## config.mk

```make
export PLATFORM = sky130hd
export DESIGN_NAME = fifo_queue_with_value_removal
export DESIGN_NICKNAME = d
export VERILOG_FILES = /design/src/hdl/fqvr_pkg.sv /design/src/hdl/fqvr_ram.sv /design/src/hdl/fqvr_ctrl.sv /design/src/hdl/fifo_queue_with_value_removal.sv
export VERILOG_INCLUDE_DIRS = /design/src /design/src/hdl
export SDC_FILE = /design/constraint.sdc
export NUM_CORES = 1
export LEC_CHECK = 0
export BUFFER_PORTS_ARGS = -buffer_cell sky130_fd_sc_hd__buf_2
export CORE_MARGIN = 4
export CORE_UTILIZATION = 50
export CTS_CLUSTER_DIAMETER = 100
export DETAILED_ROUTE_END_ITERATION = 10
export MAX_ROUTING_LAYER = met4
export PLACE_DENSITY_LB_ADDON = 0.3
export SYNTH_ARGS = -nofsm -noshare
export SYNTH_HDL_FRONTEND = slang
export SYNTH_SLANG_ARGS = --single-unit
```

## constraint.sdc

```tcl
create_clock -name i_clk -period 4.2 [get_ports i_clk]
set_input_delay 0.84 -clock i_clk [delete_from_list [all_inputs] [get_ports i_clk]]
set_output_delay 0.84 -clock i_clk [all_outputs]
set_load 0.005 [all_outputs]
```

## src/hdl/fifo_queue_with_value_removal_assert.svh

```systemverilog
`ifndef FIFO_QUEUE_WITH_VALUE_REMOVAL_ASSERT_SVH
`define FIFO_QUEUE_WITH_VALUE_REMOVAL_ASSERT_SVH

// property that must hold at every clock edge out of reset
`define FQVR_ASSERT(label, prop, msg) \
    label: assert property (@(posedge i_clk) disable iff (!i_rst_n) (prop)) else $error(msg);

// antecedent in one cycle implies consequent in the next
`define FQVR_ASSERT_NEXT(label, ante, cons, msg) \
    label: assert property (@(posedge i_clk) disable iff (!i_rst_n) (ante) |=> (cons)) \
        else $error(msg);

`endif

```

## src/hdl/fqvr_pkg.sv

```systemverilog
package fqvr_pkg;

    localparam int DEPTH   = 16;
    localparam int AW      = (DEPTH > 1) ? $clog2(DEPTH) : 1;
    localparam int CW      = $clog2(DEPTH + 1);
    localparam int DW      = 32;
    localparam int ENTRY_W = 5;

    typedef enum logic [1:0] {
        OP_PUSH   = 2'd0,
        OP_REMOVE = 2'd1,
        OP_SEARCH = 2'd2,
        OP_PEEK   = 2'd3
    } t_op;

    typedef enum logic [1:0] {
        ST_OK        = 2'd0,
        ST_EMPTY     = 2'd1,
        ST_FULL      = 2'd2,
        ST_NOT_FOUND = 2'd3
    } t_status;

    typedef enum logic [1:0] {
        S_IDLE,
        S_SCAN,
        S_SHIFT
    } t_state;

    typedef struct packed {
        t_op                   operation;
        logic signed [DW-1:0]  value;
    } t_req;

    typedef struct packed {
        t_status               status;
        logic                  found;
        logic signed [DW-1:0]  head_value;
        logic [ENTRY_W-1:0]    entry_count;
    } t_res;

    typedef struct packed {
        logic           we;
        logic [AW-1:0]  waddr;
        logic [DW-1:0]  wdata;
        logic           re;
        logic [AW-1:0]  raddr;
    } t_mem_req;

    // result word, head forced to zero when nothing is held
    function automatic t_res make_res(t_status st, logic fnd, logic [DW-1:0] hd,
                                      logic [CW-1:0] cnt);
        t_res                 res;
        logic [CW+ENTRY_W-1:0] ext;
        ext              = {{ENTRY_W{1'b0}}, cnt};
        res.status       = st;
        res.found        = fnd;
        res.head_value   = (cnt == '0) ? '0 : hd;
        res.entry_count  = ext[ENTRY_W-1:0];
        return res;
    endfunction

endpackage

```

## src/hdl/fqvr_ram.sv

```systemverilog
module fqvr_ram
    import fqvr_pkg::*;
(
    input  logic           i_clk,
    input  t_mem_req       i_mem,
    output logic [DW-1:0]  o_rd_data
);

    logic [DW-1:0] r_mem [DEPTH];
    logic [DW-1:0] r_rd_data;

    always_ff @(posedge i_clk) begin
        if (i_mem.we) begin
            r_mem[i_mem.waddr] <= i_mem.wdata;
        end
        if (i_mem.re) begin
            r_rd_data <= r_mem[i_mem.raddr];
        end
    end

    assign o_rd_data = r_rd_data;

endmodule

```

## src/hdl/fqvr_ctrl.sv

```systemverilog
`include "fifo_queue_with_value_removal_assert.svh"

module fqvr_ctrl
    import fqvr_pkg::*;
(
    input  logic           i_clk,
    input  logic           i_rst_n,
    input  logic           i_start,
    input  t_req           i_req,
    output logic           o_busy,
    output logic           o_strobe,
    output t_res           o_res,
    output t_mem_req       o_mem,
    input  logic [DW-1:0]  i_rd_data
);

    t_state         r_state, n_state;
    logic [CW-1:0]  r_count;
    logic [DW-1:0]  r_head;
    logic [DW-1:0]  r_val;
    t_op            r_op;
    logic [CW-1:0]  r_idx;
    logic [CW-1:0]  r_cmp_idx;
    logic           r_pend;
    logic           r_strobe;
    t_res           r_res;

    logic           accept;
    logic           full;
    logic           issue;
    logic           match;
    logic           last_cmp;
    logic [CW-1:0]  wr_idx;
    logic [CW-1:0]  count_m1;

    assign accept   = i_start && (r_state == S_IDLE);
    assign full     = (r_count == CW'(DEPTH));
    assign issue    = (r_idx < r_count);
    assign count_m1 = r_count - CW'(1);
    assign match    = r_pend && (i_rd_data == r_val);
    assign last_cmp = r_pend && (r_cmp_idx == count_m1);
    assign wr_idx   = r_cmp_idx - CW'(1);

    // next state
    always_comb begin
        n_state = r_state;
        unique case (r_state)
            S_IDLE: begin
                if (accept && (i_req.operation inside {OP_REMOVE, OP_SEARCH})
                    && (r_count != '0)) begin
                    n_state = S_SCAN;
                end
            end
            S_SCAN: begin
                if (match) begin
                    n_state = (r_op == OP_REMOVE) ? S_SHIFT : S_IDLE;
                end else if (last_cmp) begin
                    n_state = S_IDLE;
                end
            end
            S_SHIFT: begin
                if (!issue && !r_pend) begin
                    n_state = S_IDLE;
                end
            end
            default: n_state = S_IDLE;
        endcase
    end

    // outputs: memory port and busy
    always_comb begin
        o_mem       = '0;
        o_busy      = 1'b1;
        unique case (r_state)
            S_IDLE: begin
                o_busy = 1'b0;
                if (accept && (i_req.operation == OP_PUSH) && !full) begin
                    o_mem.we    = 1'b1;
                    o_mem.waddr = r_count[AW-1:0];
                    o_mem.wdata = i_req.value;
                end
            end
            S_SCAN: begin
                o_mem.re    = issue;
                o_mem.raddr = r_idx[AW-1:0];
            end
            S_SHIFT: begin
                o_mem.re    = issue;
                o_mem.raddr = r_idx[AW-1:0];
                o_mem.we    = r_pend;
                o_mem.waddr = wr_idx[AW-1:0];
                o_mem.wdata = i_rd_data;
            end
            default: o_busy = 1'b1;
        endcase
    end

    always_ff @(posedge i_clk) begin
        if (!i_rst_n) begin
            r_state  <= S_IDLE;
            r_count  <= '0;
            r_pend   <= 1'b0;
            r_strobe <= 1'b0;
        end else begin
            r_state  <= n_state;
            r_strobe <= 1'b0;
            if (r_state == S_IDLE) begin
                if (accept) begin
                    r_op   <= i_req.operation;
                    r_val  <= i_req.value;
                    r_idx  <= '0;
                    r_pend <= 1'b0;
                    unique case (i_req.operation)
                        OP_PUSH: begin
                            r_strobe <= 1'b1;
                            if (full) begin
                                r_res <= make_res(ST_FULL, 1'b0, r_head, r_count);
                            end else begin
                                r_count <= r_count + CW'(1);
                                if (r_count == '0) begin
                                    r_head <= i_req.value;
                                    r_res  <= make_res(ST_OK, 1'b0, i_req.value,
                                                       r_count + CW'(1));
                                end else begin
                                    r_res  <= make_res(ST_OK, 1'b0, r_head,
                                                       r_count + CW'(1));
                                end
                            end
                        end
                        OP_PEEK: begin
                            r_strobe <= 1'b1;
                            r_res    <= make_res((r_count == '0) ? ST_EMPTY : ST_OK,
                                                 1'b0, r_head, r_count);
                        end
                        OP_REMOVE, OP_SEARCH: begin
                            if (r_count == '0) begin
                                r_strobe <= 1'b1;
                                r_res    <= make_res(ST_EMPTY, 1'b0, r_head, r_count);
                            end
                        end
                        default: r_strobe <= 1'b0;
                    endcase
                end
            end else begin
                // read pipeline shared by scan and shift
                if (issue) begin
                    r_idx     <= r_idx + CW'(1);
                    r_cmp_idx <= r_idx;
                    r_pend    <= 1'b1;
                end else begin
                    r_pend    <= 1'b0;
                end
                if (r_state == S_SCAN) begin
                    if (match) begin
                        if (r_op == OP_REMOVE) begin
                            r_idx  <= r_cmp_idx + CW'(1);
                            r_pend <= 1'b0;
                        end else begin
                            r_strobe <= 1'b1;
                            r_res    <= make_res(ST_OK, 1'b1, r_head, r_count);
                        end
                    end else if (last_cmp) begin
                        r_strobe <= 1'b1;
                        r_res    <= make_res(ST_NOT_FOUND, 1'b0, r_head, r_count);
                    end
                end else begin
                    if (r_pend && (wr_idx == '0)) begin
                        r_head <= i_rd_data;
                    end
                    if (!issue && !r_pend) begin
                        r_count  <= count_m1;
                        r_strobe <= 1'b1;
                        r_res    <= make_res(ST_OK, 1'b1, r_head, count_m1);
                    end
                end
            end
        end
    end

    assign o_strobe = r_strobe;
    assign o_res    = r_res;

    `FQVR_ASSERT_NEXT(a_quick_ops, accept && ((i_req.operation == OP_PUSH) || (i_req.operation == OP_PEEK)), r_strobe, "push or peek gave no result in the next cycle")
    `FQVR_ASSERT(a_strobe_idle, !r_strobe || (r_state == S_IDLE), "result shown while still busy")
    `FQVR_ASSERT(a_empty_count, !(r_strobe && (r_res.status == ST_EMPTY)) || (r_res.entry_count == '0), "empty status with entries held")
    `FQVR_ASSERT(a_rw_apart, !(o_mem.we && o_mem.re) || (o_mem.waddr != o_mem.raddr), "read and write hit the same entry")
    `FQVR_ASSERT(a_wr_in_range, !o_mem.we || (CW'(o_mem.waddr) <= r_count), "write beyond the tail")

endmodule

```

## src/hdl/fifo_queue_with_value_removal.sv

```systemverilog
// push and peek: result strobe in the cycle after start, next start accepted at once
// search: compares entries from the head until the first match (at most the count)
// remove: search, then shifts the entries after the match down by one (entry 0 = head),
// with no entry moved when the match is the tail entry; walks run one entry per cycle
// synchronous active-low reset empties the queue; entry memory keeps its contents
// busy falls with the strobe; results last one cycle and cannot be held off
module fifo_queue_with_value_removal
    import fqvr_pkg::*;
(
    input  logic  i_clk,
    input  logic  i_rst_n,
    input  logic  start,
    input  t_req  i_req,
    output logic  busy,
    output logic  strobe,
    output t_res  o_res
);

    // memory port between controller and entry store
    t_mem_req       mem_req;
    logic [DW-1:0]  mem_rd_data;

    // controller: decodes each transaction, walks the store for search and
    // remove, shifts the tail down by one to close the gap after a removal,
    // and keeps the count and a copy of the head entry in registers
    fqvr_ctrl u_ctrl (
        .i_clk     (i_clk),
        .i_rst_n   (i_rst_n),
        .i_start   (start),
        .i_req     (i_req),
        .o_busy    (busy),
        .o_strobe  (strobe),
        .o_res     (o_res),
        .o_mem     (mem_req),
        .i_rd_data (mem_rd_data)
    );

    // entry store: one write and one registered read per cycle,
    // entry 0 is always the queue head
    fqvr_ram u_ram (
        .i_clk     (i_clk),
        .i_mem     (mem_req),
        .o_rd_data (mem_rd_data)
    );

endmodule
```

# Yosys cells after proc, flatten, opt, wreduce, memory -nomap -nowiden
# Memories as Yosys holds them, arrays and structs flattened. A register that Yosys moved wholly into a read port is not among the register bits.
# Index checks and enable logic that the tools add are counted.
op_classes:
  n_addsub: 5
  magnitude_cmp: 1
  n_eq_ne: 20
  muxes: 62
  bitwise: 1
  n_reduce_logical: 33
op_table:
  columns: ["cell", "n"]
  rows:
  - ["40-bit two-way mux", 9]
  - ["32-bit two-way mux", 11]
  - ["40-bit case mux with 3 select lines", 1]
  - ["37-bit two-way mux", 2]
  - ["37-bit case mux with 2 select lines", 1]
  - ["5-bit two-way mux", 13]
  - ["32-bit equality test", 1]
  - ["5-bit zero test", 4]
  - ["1-bit two-way mux", 18]
  - ["5-bit by 1-bit adder with 5-bit output, second input constant", 3]
  - ["2-bit two-way mux", 5]
  - ["5-bit by 1-bit subtractor with 5-bit output, second input constant", 2]
  - ["1-bit logical AND", 9]
  - ["3-bit AND reduction", 3]
  - ["2-bit != test, second input constant", 4]
  - ["7-bit AND reduction", 1]
  - ["2-bit by 1-bit equality test with 1-bit output, second input constant", 3]
  - ["2-bit equality test, second input constant", 3]
  - ["2-bit by 1-bit != test with 1-bit output, second input constant", 3]
  - ["2-bit case mux with 3 select lines", 1]
  - ["6-bit AND reduction", 1]
  - ["2-bit nonzero test", 3]
  - ["2-bit OR reduction", 3]
  - ["5-bit equality test", 1]
  - ["14 further kinds", 17]
totals:
  ff_bits: 125
  ram_bits: 512
  input_bits: 37
  out_inout_bits: 42
  word_cells: 136
  n_memories: 1
memory_table:
  columns: ["name", "words", "word_bits", "read_ports", "rd_ports_with_merged_regs", "write_ports", "line", "text"]
  rows:
  - ["u_ram.r_mem", 16, 32, 1, 1, 1, "fqvr_ram.sv:9", "logic [DW-1:0] r_mem [DEPTH];"]

# Longest topological paths before layout
# Gate-level depths: netlist (run 1).
logic_depth:
  depth_word: 8
  mapped_depth: 9
  depth_no_buf: 8

# Hierarchy
# From an unflattened synthesis (run 1), not the netlist that was laid out.
unflattened:
  cells_unflattened: 1371
  area_unflattened_um2: 26818.2
by_module_without_submodules:
  columns: ["mod", "n_inst", "cells_each", "area_per_inst_um2", "seq_area_each_um2"]
  rows:
  - ["fqvr_ram", 1, 838, 20155.6, 16335.7]
  - ["fqvr_ctrl", 1, 533, 6662.6, 3663.5]

# Least setup slack after synthesis (run 1)
# No wires, ideal clock.
synth_path:
  path_kind: "input to register"
  startpoint: "input port i_rst_n"
  endpoint: "register u_ctrl.r_op[0] (enable)"
  setup_time_ps: 467
  t_arrival_ps: 3433
  required_ps: 3733
  setup_slack_ps: 299
  cell_stages: 2
  n_path_buf: 0
  cell_sequence: "clkinv_1 -> nor3_1"
synth_via:
  elab_chain_len: 1
synth_rtl:
  columns: ["element", "line", "text"]
  rows:
  - ["from (decl)", "fifo_queue_with_value_removal.sv:11", "input logic i_rst_n,"]
  - ["3-bit AND reduction (no line)", null, null]
  - ["to (signal assigned)", "fqvr_ctrl.sv:109", "r_op <= i_req.operation;"]
  - ["to (decl)", "fqvr_ctrl.sv:21", "t_op r_op;"]
# Every way passes these cells.
# A chain may end at the register's enable or synchronous reset.

# Final worst setup path (run 1)
layout_path:
  startpoint: "register u_ctrl.r_state[0]"
  endpoint: "output port busy"
layout_via:
  elab_chain_len: 2
layout_rtl:
  columns: ["element", "line", "text"]
  rows:
  - ["from (decl)", "fqvr_ctrl.sv:17", "t_state r_state, n_state;"]
  - ["from (signal assigned)", "fqvr_ctrl.sv:105", "r_state <= n_state;"]
  - ["2-bit zero test", "fqvr_ctrl.sv:74", "unique case (r_state)"]
  - ["1-bit two-way mux", "fqvr_ctrl.sv:74", null]
  - ["to (decl)", "fifo_queue_with_value_removal.sv:14", "output logic busy,"]
# Every way passes these cells.

==> results.toml, run 1 <==
[timing]
skew_ns = 0.0203
setup_ws_ns = 0.765
fmax_mhz = 291
hold_violations = 0
tightest_slew_ns = 1.12
post-route-min-period_ns = 3.44
rsz0062_at_grt = "false"
finalSetupTns_ns = 0
min_period_over_period_pct = 81.8
setup_viol = 0
maxSlewViolCount = 0
slew_headroom_pct = 25.7

[outcome]
outcome = "finished, final reports clean"

[finish]
final_core_util_pct = 57.3
drive_gt1_share_pct = 20.0
num_antenna_cells = 0
area_growth_pct = 12.9
final_cell_count_no_fill = 2767
layout.nets = 2024

[global_route]
grt_pass1_wl_um = 105000
global_route.usage.met1_pct = 32.5
grt_pass1_vias = 16629
grt_max_degree = 106
grt_overflow = 0
use_met3_pct = 3.90
grtUsageMet2_pct = 36.7
busiest_layer = "met2"
antenna_found_initial = 2
grt.total_usage_pct = 23.8

[critical_path]
ff2ff_setup_slack_ns = 0.80
start_kind = "flop"
cp_max_fo = 41
critPathKind = "flop to output port"
endpoint_kind = "output port"
crit_arrival_ns = 2.60
required_ns = 3.36

[synth]
synthTopCellsByCount = "edfxtp_1 (660), a21oi_1 (210), o21ai_0 (144), mux2_2 (130), mux2i_1 (100)"
syn_area_um2 = 28100
synth_most_common_cell = "edfxtp_1"
ys_top_cells_by_area = "edfxtp_1 (71%), mux2_2 (5.2%), a21oi_1 (3.7%)"
yosysWarnings = 0
synthDominantCellAreaShare_pct = 70.5
synth_edf_count = 660
synth.net_count = 1946
synth_cells = 1891
yosys.area.top_type = "edfxtp_1"
ys_seq_elements = 669
ys_seq_area_share_pct = 71.2
ys_types = 67
ys_async_sr_fraction_pct = 0
syn_avg_cell_area_um2 = 14.9
synth_ff_type = "edfxtp_1"

[power]
ir_worst_vdd_uv = 257
clkPwrFrac_pct = 35.6
cellLeakagePower_nw = 10.8
p_sw_share_pct = 26.6
switchingPower_mw = 4.35
powerDensity_nw_per_um2 = 516
pwr-share-seq_pct = 48.1
pwr-share-comb_pct = 16.4
internal_power_mw = 12.0

[placement]
placed_cells = 2647
dpl.hpwl_um = 41200
io_buffers = 78
gp_congestion = 0.864
pre_cts_ws_ns = 0.654

[detailed_routing]
via_count = 16984
drt_iter0_drc = 1652
drc = 0
wl_per_cell_um = 25.2
ant_nets = 0
via_per_inst = 6.14
first_pass_iters = 5
drt_wl_total_um = 69800

[cts]
clock-sinks = 669
ctsResizeCount = 0
cts.clk_slew.worst_paths_ns = 0.06
clock_tree.buffer_depth = 3
cts_tree = "done"
cts_setup_buffers = 0
cts_buffers = 68
htreeDepth = 3
cts-hold-fix-buffers = 0
clkLatencyLatePin_ns = 0.61
cts-root-buf = "clkbuf_16"

[floorplanning]
start_util_pct = 50.7
io_pins = 79
fp.dieH_um = 245
core_um2 = 55400
die_area_um2 = 60100
die_w_um = 245
num_rows = 86

[hold_path]
hp-class = "input pin to flop"

[job]
cap_violations = 0
layout make-up:
class / count / area [um2]
Timing Repair Buffer: 136 / 938
Multi-Input combinational cell: 1078 / 7660
Tap cell: 748 / 936
Fill cell: 4194 / 23700
Clock buffer: 81 / 1810
Sequential cell: 669 / 20000
Inverter: 16 / 60.1
Clock inverter: 39 / 327
metal layers:
layer  part of all wire (%)  vias up  wire length, um
met2                     47      751            32600
met3                    7.8      117             5450
met4                    3.1        0             2190
li1                       -     7540                -
met1                     42     8576            29600
met5                      0        -                0
flip-flops by register name (all words and copies together) (netlist names), 2 cells and up:
signal,flops
u_ram.r_mem,512
u_ctrl.o_res,40
u_ctrl.r_head,32
u_ctrl.r_val,32
u_ram.o_rd_data,32
u_ctrl.r_cmp_idx,5
u_ctrl.r_count,5
u_ctrl.r_idx,5
u_ctrl.r_op,2
u_ctrl.r_state,2
cell usage in the layout (no fill, tap or decap), types with 35 or more instances in the layout:
master and count:
edfxtp_1 660, a21oi_1 209, o21ai_0 144, mux2_2 130
mux2i_1 100, nor2_1 78, buf_2 78, clkbuf_16 71
nand2_1 56, buf_4 49, nand3_1 43, xnor2_1 39
o211ai_1 35
through the flow:
step	power, mW	hold WS, ns	area [um2]
after global routing	17.0	0.455	31700
after floorplan	9.77	0.455	28100
after CTS	16.5	0.434	31700
after global placement	10.6	0.467	29600
after detailed placement	10.7	0.492	29600
final	16.4	0.463	31700
worst max-delay path, cell delays in order (launching register included):
cell and delay (ns):
dfxtp_1 0.33, inv_1 0.14, ha_4 0.32, buf_4 0.49, clkinv_1 0.42, buf_2 0.25
power by group through the flow:
stage	clock [mW]	combinational (mW)	sequential [mW]
after floorplan	0	1.79	7.98
after global placement	0	2.63	8.00
after detailed placement	0	2.66	8.01
after CTS	5.92	2.68	7.87
after global routing	6.22	2.91	7.89
final	5.82	2.68	7.87
kinds of logic (layout without fill, tap and decap cells):
group                      count (synthesis)  after routing  share of synthesized area [%]
DFF                                      669            669                           71.2
AOI/OAI and AO/OA                        524            524                           11.3
adders and majority gates                 18             18                          0.801
and+or+nand+nor                          257            257                           4.27
xor gates and xnor gates                  49             49                           1.55
muxes                                    230            230                           8.77
buffers and inverters                    144            272                           2.16
final timing paths:
kind | startpoint | to | cells after the start
hold reg to reg | u_ctrl.r_state[1]$_SDFFE_PN0P_ | u_ctrl.r_state[1]$_SDFFE_PN0P_ | 2
setup / recovery | u_ctrl.r_state[0]$_SDFFE_PN0P_ | busy | 5
hold / removal | i_req[32] | u_ctrl.r_op[0]$_DFFE_PP_ | 1
setup reg to reg | u_ctrl.r_state[0]$_SDFFE_PN0P_ | u_ram.o_rd_data[17]$_DFFE_PP_ | 8
No activity file was read; power rests on OpenSTA's default activity.
==> run 2: changes to the inputs <==
==> constraint.sdc (replaced) <==
create_clock -name i_clk -period 3 [get_ports i_clk]
set_input_delay 0.6 -clock i_clk [delete_from_list [all_inputs] [get_ports i_clk]]
set_output_delay 0.6 -clock i_clk [all_outputs]
set_load 0.005 [all_outputs]
==> results.toml, run 2 (synthesis gave the netlist of run 1 again) <==
[placement]
pre_cts_ws_ns = 0.0415
placed_cells = 2711
dpl.hpwl_um = 43900
io_buffers = 78
gp_congestion = 0.909

[finish]
most-common-layout-cells = "edfxtp_1 (660), a21oi_1 (209), o21ai_0 (144), mux2_2 (130), mux2i_1 (100)"
drive_gt1_share_pct = 22.5
largest_reg_flops = 512
seq_area_um2 = 20000
area_growth_pct = 15.8
multiInputGateArea_um2 = 7670
layout.nets = 2087
final_cell_count_no_fill = 2830
top_register = "u_ram.r_mem"
fillers = 4092
mostFrequentLayoutCell = "edfxtp_1"

[cts]
clock-sinks = 669
clkLatencyLatePin_ns = 0.60
ctsResizeCount = 0
clock_tree.buffer_depth = 3
cts-root-buf = "clkbuf_16"
cts.clk_slew.worst_paths_ns = 0.07
cts_tree = "done"
htreeDepth = 3
cts_buffers = 67
cts_setup_buffers = 0
cts-hold-fix-buffers = 0

[floorplanning]
core_um2 = 55400
start_util_pct = 50.7
die_w_um = 245
num_rows = 86
die_area_um2 = 60100
io_pins = 79
fp.dieH_um = 245

[timing]
maxSlewViolCount = 0
slew_headroom_pct = 26.2
skew_ns = 0.0233
rsz0062_at_grt = "false"
setup_viol = 0
fmax_mhz = 350
hold_violations = 0
min_period_over_period_pct = 95.4
post-route-min-period_ns = 2.86
tightest_slew_ns = 1.11
setup_ws_ns = 0.139

[global_route]
grt.total_usage_pct = 23.0
grt_overflow = 0
antenna_found_initial = 3
grt_pass1_wl_um = 102000
grt_max_degree = 70
grt_pass1_vias = 16492

[detailed_routing]
drt_iter0_drc = 1789
via_count = 16957
drt_wl_total_um = 67800
via_per_inst = 5.99
first_pass_iters = 5
ant_nets = 0
drc = 0
wl_per_cell_um = 23.9

[power]
cellLeakagePower_nw = 11.2
p_total_mw = 23.4
ir_worst_vdd_uv = 428
powerDensity_nw_per_um2 = 718

[hold_path]
hp-class = "input pin to flop"

[critical_path]
endpoint_kind = "flop"
start_kind = "flop"
crit_arrival_ns = 3.21
cp_max_fo = 20
critPathKind = "flop to flop"
required_ns = 3.35

[job]
cap_violations = 0

[outcome]
outcome = "finished, final reports clean"
[run 2: cell types whose count changed in the layout (fill, tap and decap cells not counted), sizes merged]
cell,change
clkbuf,+1
clkinv,-6
buf,+64
bufinv,+5
clkinvlp,-2
diode,+1
[run 2: metrics by stage]
step | instance area [um2] | utilization [%] | setup TNS, ns | hold slack [ns]
final | 32500 | 58.7 | 0 | 0.215
after global placement | 30300 | 54.8 | 0 | 0.467
after detailed placement | 30300 | 54.8 | 0 | 0.484
after global routing | 32500 | 58.7 | 0 | 0.192
after floorplan | 28100 | - | -272.16 | 0.455
after CTS | 32500 | 58.7 | 0 | 0.175
[run 2: path summary, 6_finish.rpt]
path / cells after the start / startpoint / slack, ns / to
max: 8 / u_ctrl.r_count[0]$_SDFFE_PN0P_ / 0.14 / u_ram.r_mem[1][29]$_DFFE_PP_
min: 1 / i_req[32] / 0.22 / u_ctrl.r_op[0]$_DFFE_PP_
max reg2reg: 8 / u_ctrl.r_count[0]$_SDFFE_PN0P_ / 0.14 / u_ram.r_mem[1][29]$_DFFE_PP_
min reg2reg: 2 / u_ctrl.r_state[0]$_SDFFE_PN0P_ / 0.49 / u_ctrl.r_state[0]$_SDFFE_PN0P_
[run 2: metal layers]
layer / track usage (%) / vias up / part of all wire (%) / wire (um)
li1: - / 7668 / - / -
met1: 32.1 / 8492 / 43 / 29100
met2: 35.3 / 691 / 47 / 31800
met3: 3.36 / 106 / 7.3 / 4920
met4: 7.60 / 0 / 2.9 / 1940
met5: - / - / 0 / 0
[run 2: critical path, cell delays in order (launching register included)]
cell	delay, ns
dfxtp_1	0.31
inv_1	0.07
ha_1	0.32
and3_1	0.38
a21oi_4	0.11
a32o_1	0.25
a32oi_1	0.83
nor2_4	0.12
buf_12	0.21
[run 2: where the power goes]
part	switching, mW	leakage, nW	internal, mW
registers	0.174	6.18	10.8
logic	2.51	3.98	1.48
clock network	3.42	1.07	5.00
[run 2: area by class of cell]
cell class / instances / share of cell area (%)
multi-input combinational: 1078 / 23.6
clock inverter: 36 / 1.29
inverter: 16 / 0.185
clock buffer: 82 / 5.46
sequential: 669 / 61.5
tap: 748 / 2.88
antenna: 1 / 0.00769
timing repair buffer: 200 / 5.17
==> run 3: changes to the inputs <==
--- a/config.mk
+++ b/config.mk
@@ -6,12 +6,12 @@
 export SDC_FILE = /design/constraint.sdc
 export NUM_CORES = 1
 export LEC_CHECK = 0
+export ABC_AREA = 1
 export BUFFER_PORTS_ARGS = -buffer_cell sky130_fd_sc_hd__buf_2
 export CORE_MARGIN = 4
 export CORE_UTILIZATION = 50
 export CTS_CLUSTER_DIAMETER = 100
 export DETAILED_ROUTE_END_ITERATION = 10
-export MAX_ROUTING_LAYER = met4
 export PLACE_DENSITY_LB_ADDON = 0.3
 export SYNTH_ARGS = -nofsm -noshare
 export SYNTH_HDL_FRONTEND = slang
==> results.toml, run 3 <==
[outcome]
outcome = "finished, final reports clean"

[timing]
slew_headroom_pct = 31.3
finalSetupTns_ns = 0
fmax_mhz = 349
min_period_over_period_pct = 95.4
skew_ns = 0.0204
maxSlewViolCount = 0
tightest_slew_ns = 1.03
setup_viol = 0
hold_violations = 0
post-route-min-period_ns = 2.86
rsz0062_at_grt = "false"

[synth]
synth.net_count = 2599
ys_seq_elements = 669
ys_types = 43
ys_seq_area_share_pct = 69.4
synth_most_common_cell = "edfxtp_1"
yosys.area.top_type = "edfxtp_1"
synthTopCellsByCount = "edfxtp_1 (660), nor2_1 (642), nand2_1 (330), o21ai_0 (182), nand3_1 (148)"
synthDominantCellAreaShare_pct = 68.8
syn_avg_cell_area_um2 = 11.3
synth_ff_type = "edfxtp_1"
ys_async_sr_fraction_pct = 0
synth_edf_count = 660
yosysWarnings = 0
synth_cells = 2544
ys_top_cells_by_area = "edfxtp_1 (69%), nor2_1 (8.4%), nand2_1 (4.3%)"
syn_area_um2 = 28800

[finish]
top_register = "u_ram.r_mem"
mostFrequentLayoutCell = "edfxtp_1"
drive_gt1_share_pct = 13.5
final_cell_area_um2 = 33100
most-common-layout-cells = "edfxtp_1 (660), nor2_1 (623), nand2_1 (327), o21ai_0 (182), nand3_1 (148)"
final_cell_count_no_fill = 3490
layout.nets = 2741
area_growth_pct = 14.8
largest_reg_flops = 512

[global_route]
antenna_found_initial = 1
grt_pass1_vias = 18909
grt_max_degree = 81
grt_pass1_wl_um = 113000
grt.total_usage_pct = 24.0
grt_overflow = 0

[detailed_routing]
wl_met2_um = 34100
via_count = 20027
drc = 0
wl_per_cell_um = 21.3
met3_length_um = 7040
first_pass_iters = 6
wl_met1_um = 31600
topRoutingLayerUsed = "met4"
drt_iter0_drc = 2227
drt_wl_total_um = 74400
ant_nets = 0
via_per_inst = 5.74

[job]
cap_violations = 0

[hold_path]
hp-class = "input pin to flop"

[cts]
cts-root-buf = "clkbuf_16"
clock-sinks = 669
cts_buffers = 67
clkLatencyLatePin_ns = 0.61
clock_tree.buffer_depth = 3
cts.clk_slew.worst_paths_ns = 0.06
cts_tree = "done"
cts-hold-fix-buffers = 0
htreeDepth = 3

[placement]
placed_cells = 3371
dpl.hpwl_um = 48600
io_buffers = 78
post_dp_cell_area_um2 = 30900
gp_congestion = 0.936

[critical_path]
required_ns = 3.47
start_kind = "flop"
critPathKind = "flop to flop"
cp_max_fo = 39
endpoint_kind = "flop"
crit_arrival_ns = 3.33

[floorplanning]
start_util_pct = 50.8
fp.dieH_um = 248
num_rows = 87
core_um2 = 56700
die_area_um2 = 61500
io_pins = 79
die_w_um = 248

[power]
ir_worst_vdd_uv = 755
cellLeakagePower_nw = 12.2
p_total_mw = 30.5
powerDensity_nw_per_um2 = 920
run 3: cell types whose count changed after synthesis, sizes merged, moves of 39 or more:
cell / previous run / this run
mux2: 130 / 0
o21ai: 146 / 185
inv: 14 / 154
nor2: 94 / 647
o311ai: 0 / 128
nand3: 43 / 161
nand2: 59 / 336
mux2i: 100 / 0
a21oi: 211 / 51
run 3: kinds of logic after synthesis:
logic type                 after synthesis  share of synthesized area (%)
and+or+nand+nor                       1174                           16.6
DFF                                    669                           69.4
AOI/OAI and AO/OA                      376                           8.39
buffers and inverters                  294                           4.36
adders and majority gates               18                          0.782
xor gates and xnor gates                13                          0.421
run 3: through the flow:
step / worst slack [ns] / utilization (%) / hold slack [ns]
after floorplan: -0.321 / - / 0.451
after global placement: -0.175 / 54.5 / 0.492
after detailed placement: -0.160 / 54.5 / 0.525
after CTS: 0.0552 / 58.3 / 0.163
after global routing: 0.0368 / 58.3 / 0.181
final: 0.138 / 58.3 / 0.196
run 3: final timing paths:
| check | endpoint | cells after the start | startpoint | slack, ns |
|---|---|---|---|---|
| worst max-delay path | u_ram.o_rd_data[20]$_DFFE_PP_ | 9 | u_ctrl.r_state[0]$_SDFFE_PN0P_ | 0.14 |
| worst min-delay path | u_ctrl.r_op[1]$_DFFE_PP_ | 1 | i_req[33] | 0.20 |
| worst max register to register | u_ram.o_rd_data[20]$_DFFE_PP_ | 9 | u_ctrl.r_state[0]$_SDFFE_PN0P_ | 0.14 |
| worst min register to register | u_ctrl.r_state[0]$_SDFFE_PN0P_ | 2 | u_ctrl.r_state[0]$_SDFFE_PN0P_ | 0.53 |
run 3: where the power goes:
part	internal, mW	switching (mW)	total [mW]
combinational	2.91	7.02	9.94
clock	4.71	3.51	8.22
sequential	11.9	0.378	12.3
total	19.5	10.9	30.5
run 3: layout make-up:
| class | instances | area [um2] |
|---|---|---|
| Antenna cell | 1 | 2.50 |
| Clock buffer | 86 | 1790 |
| Clock inverter | 30 | 345 |
| Fill cell | 4525 | 23600 |
| Inverter | 155 | 586 |
| Multi-Input combinational cell | 1583 | 7760 |
| Sequential cell | 669 | 20000 |
| Tap cell | 756 | 946 |
| Timing Repair Buffer | 210 | 1660 |
run 3: worst max-delay path, stage by stage, from the launching register on:
cell and delay, ns:
dfxtp_1 0.36, inv_1 0.10, ha_2 0.51, nand2_8 0.18, inv_4 0.26, buf_12 0.26
nor2_1 0.07, o311ai_0 0.64, nand3_1 0.16, nand2_1 0.11
run 3: layer usage:
layer	track usage [%]	vias up
li1	-	9259
met1	35.7	9656
met2	36.7	1011
met3	3.90	101
met4	7.20	0
met5	0	-
run 3: timing repair:
| item | CTS | global route |
|---|---|---|
| endpoints found under the setup margin | 0 | 112 |
| resized for setup | 0 | 8 |
| buffers inserted | 0 | 0 |
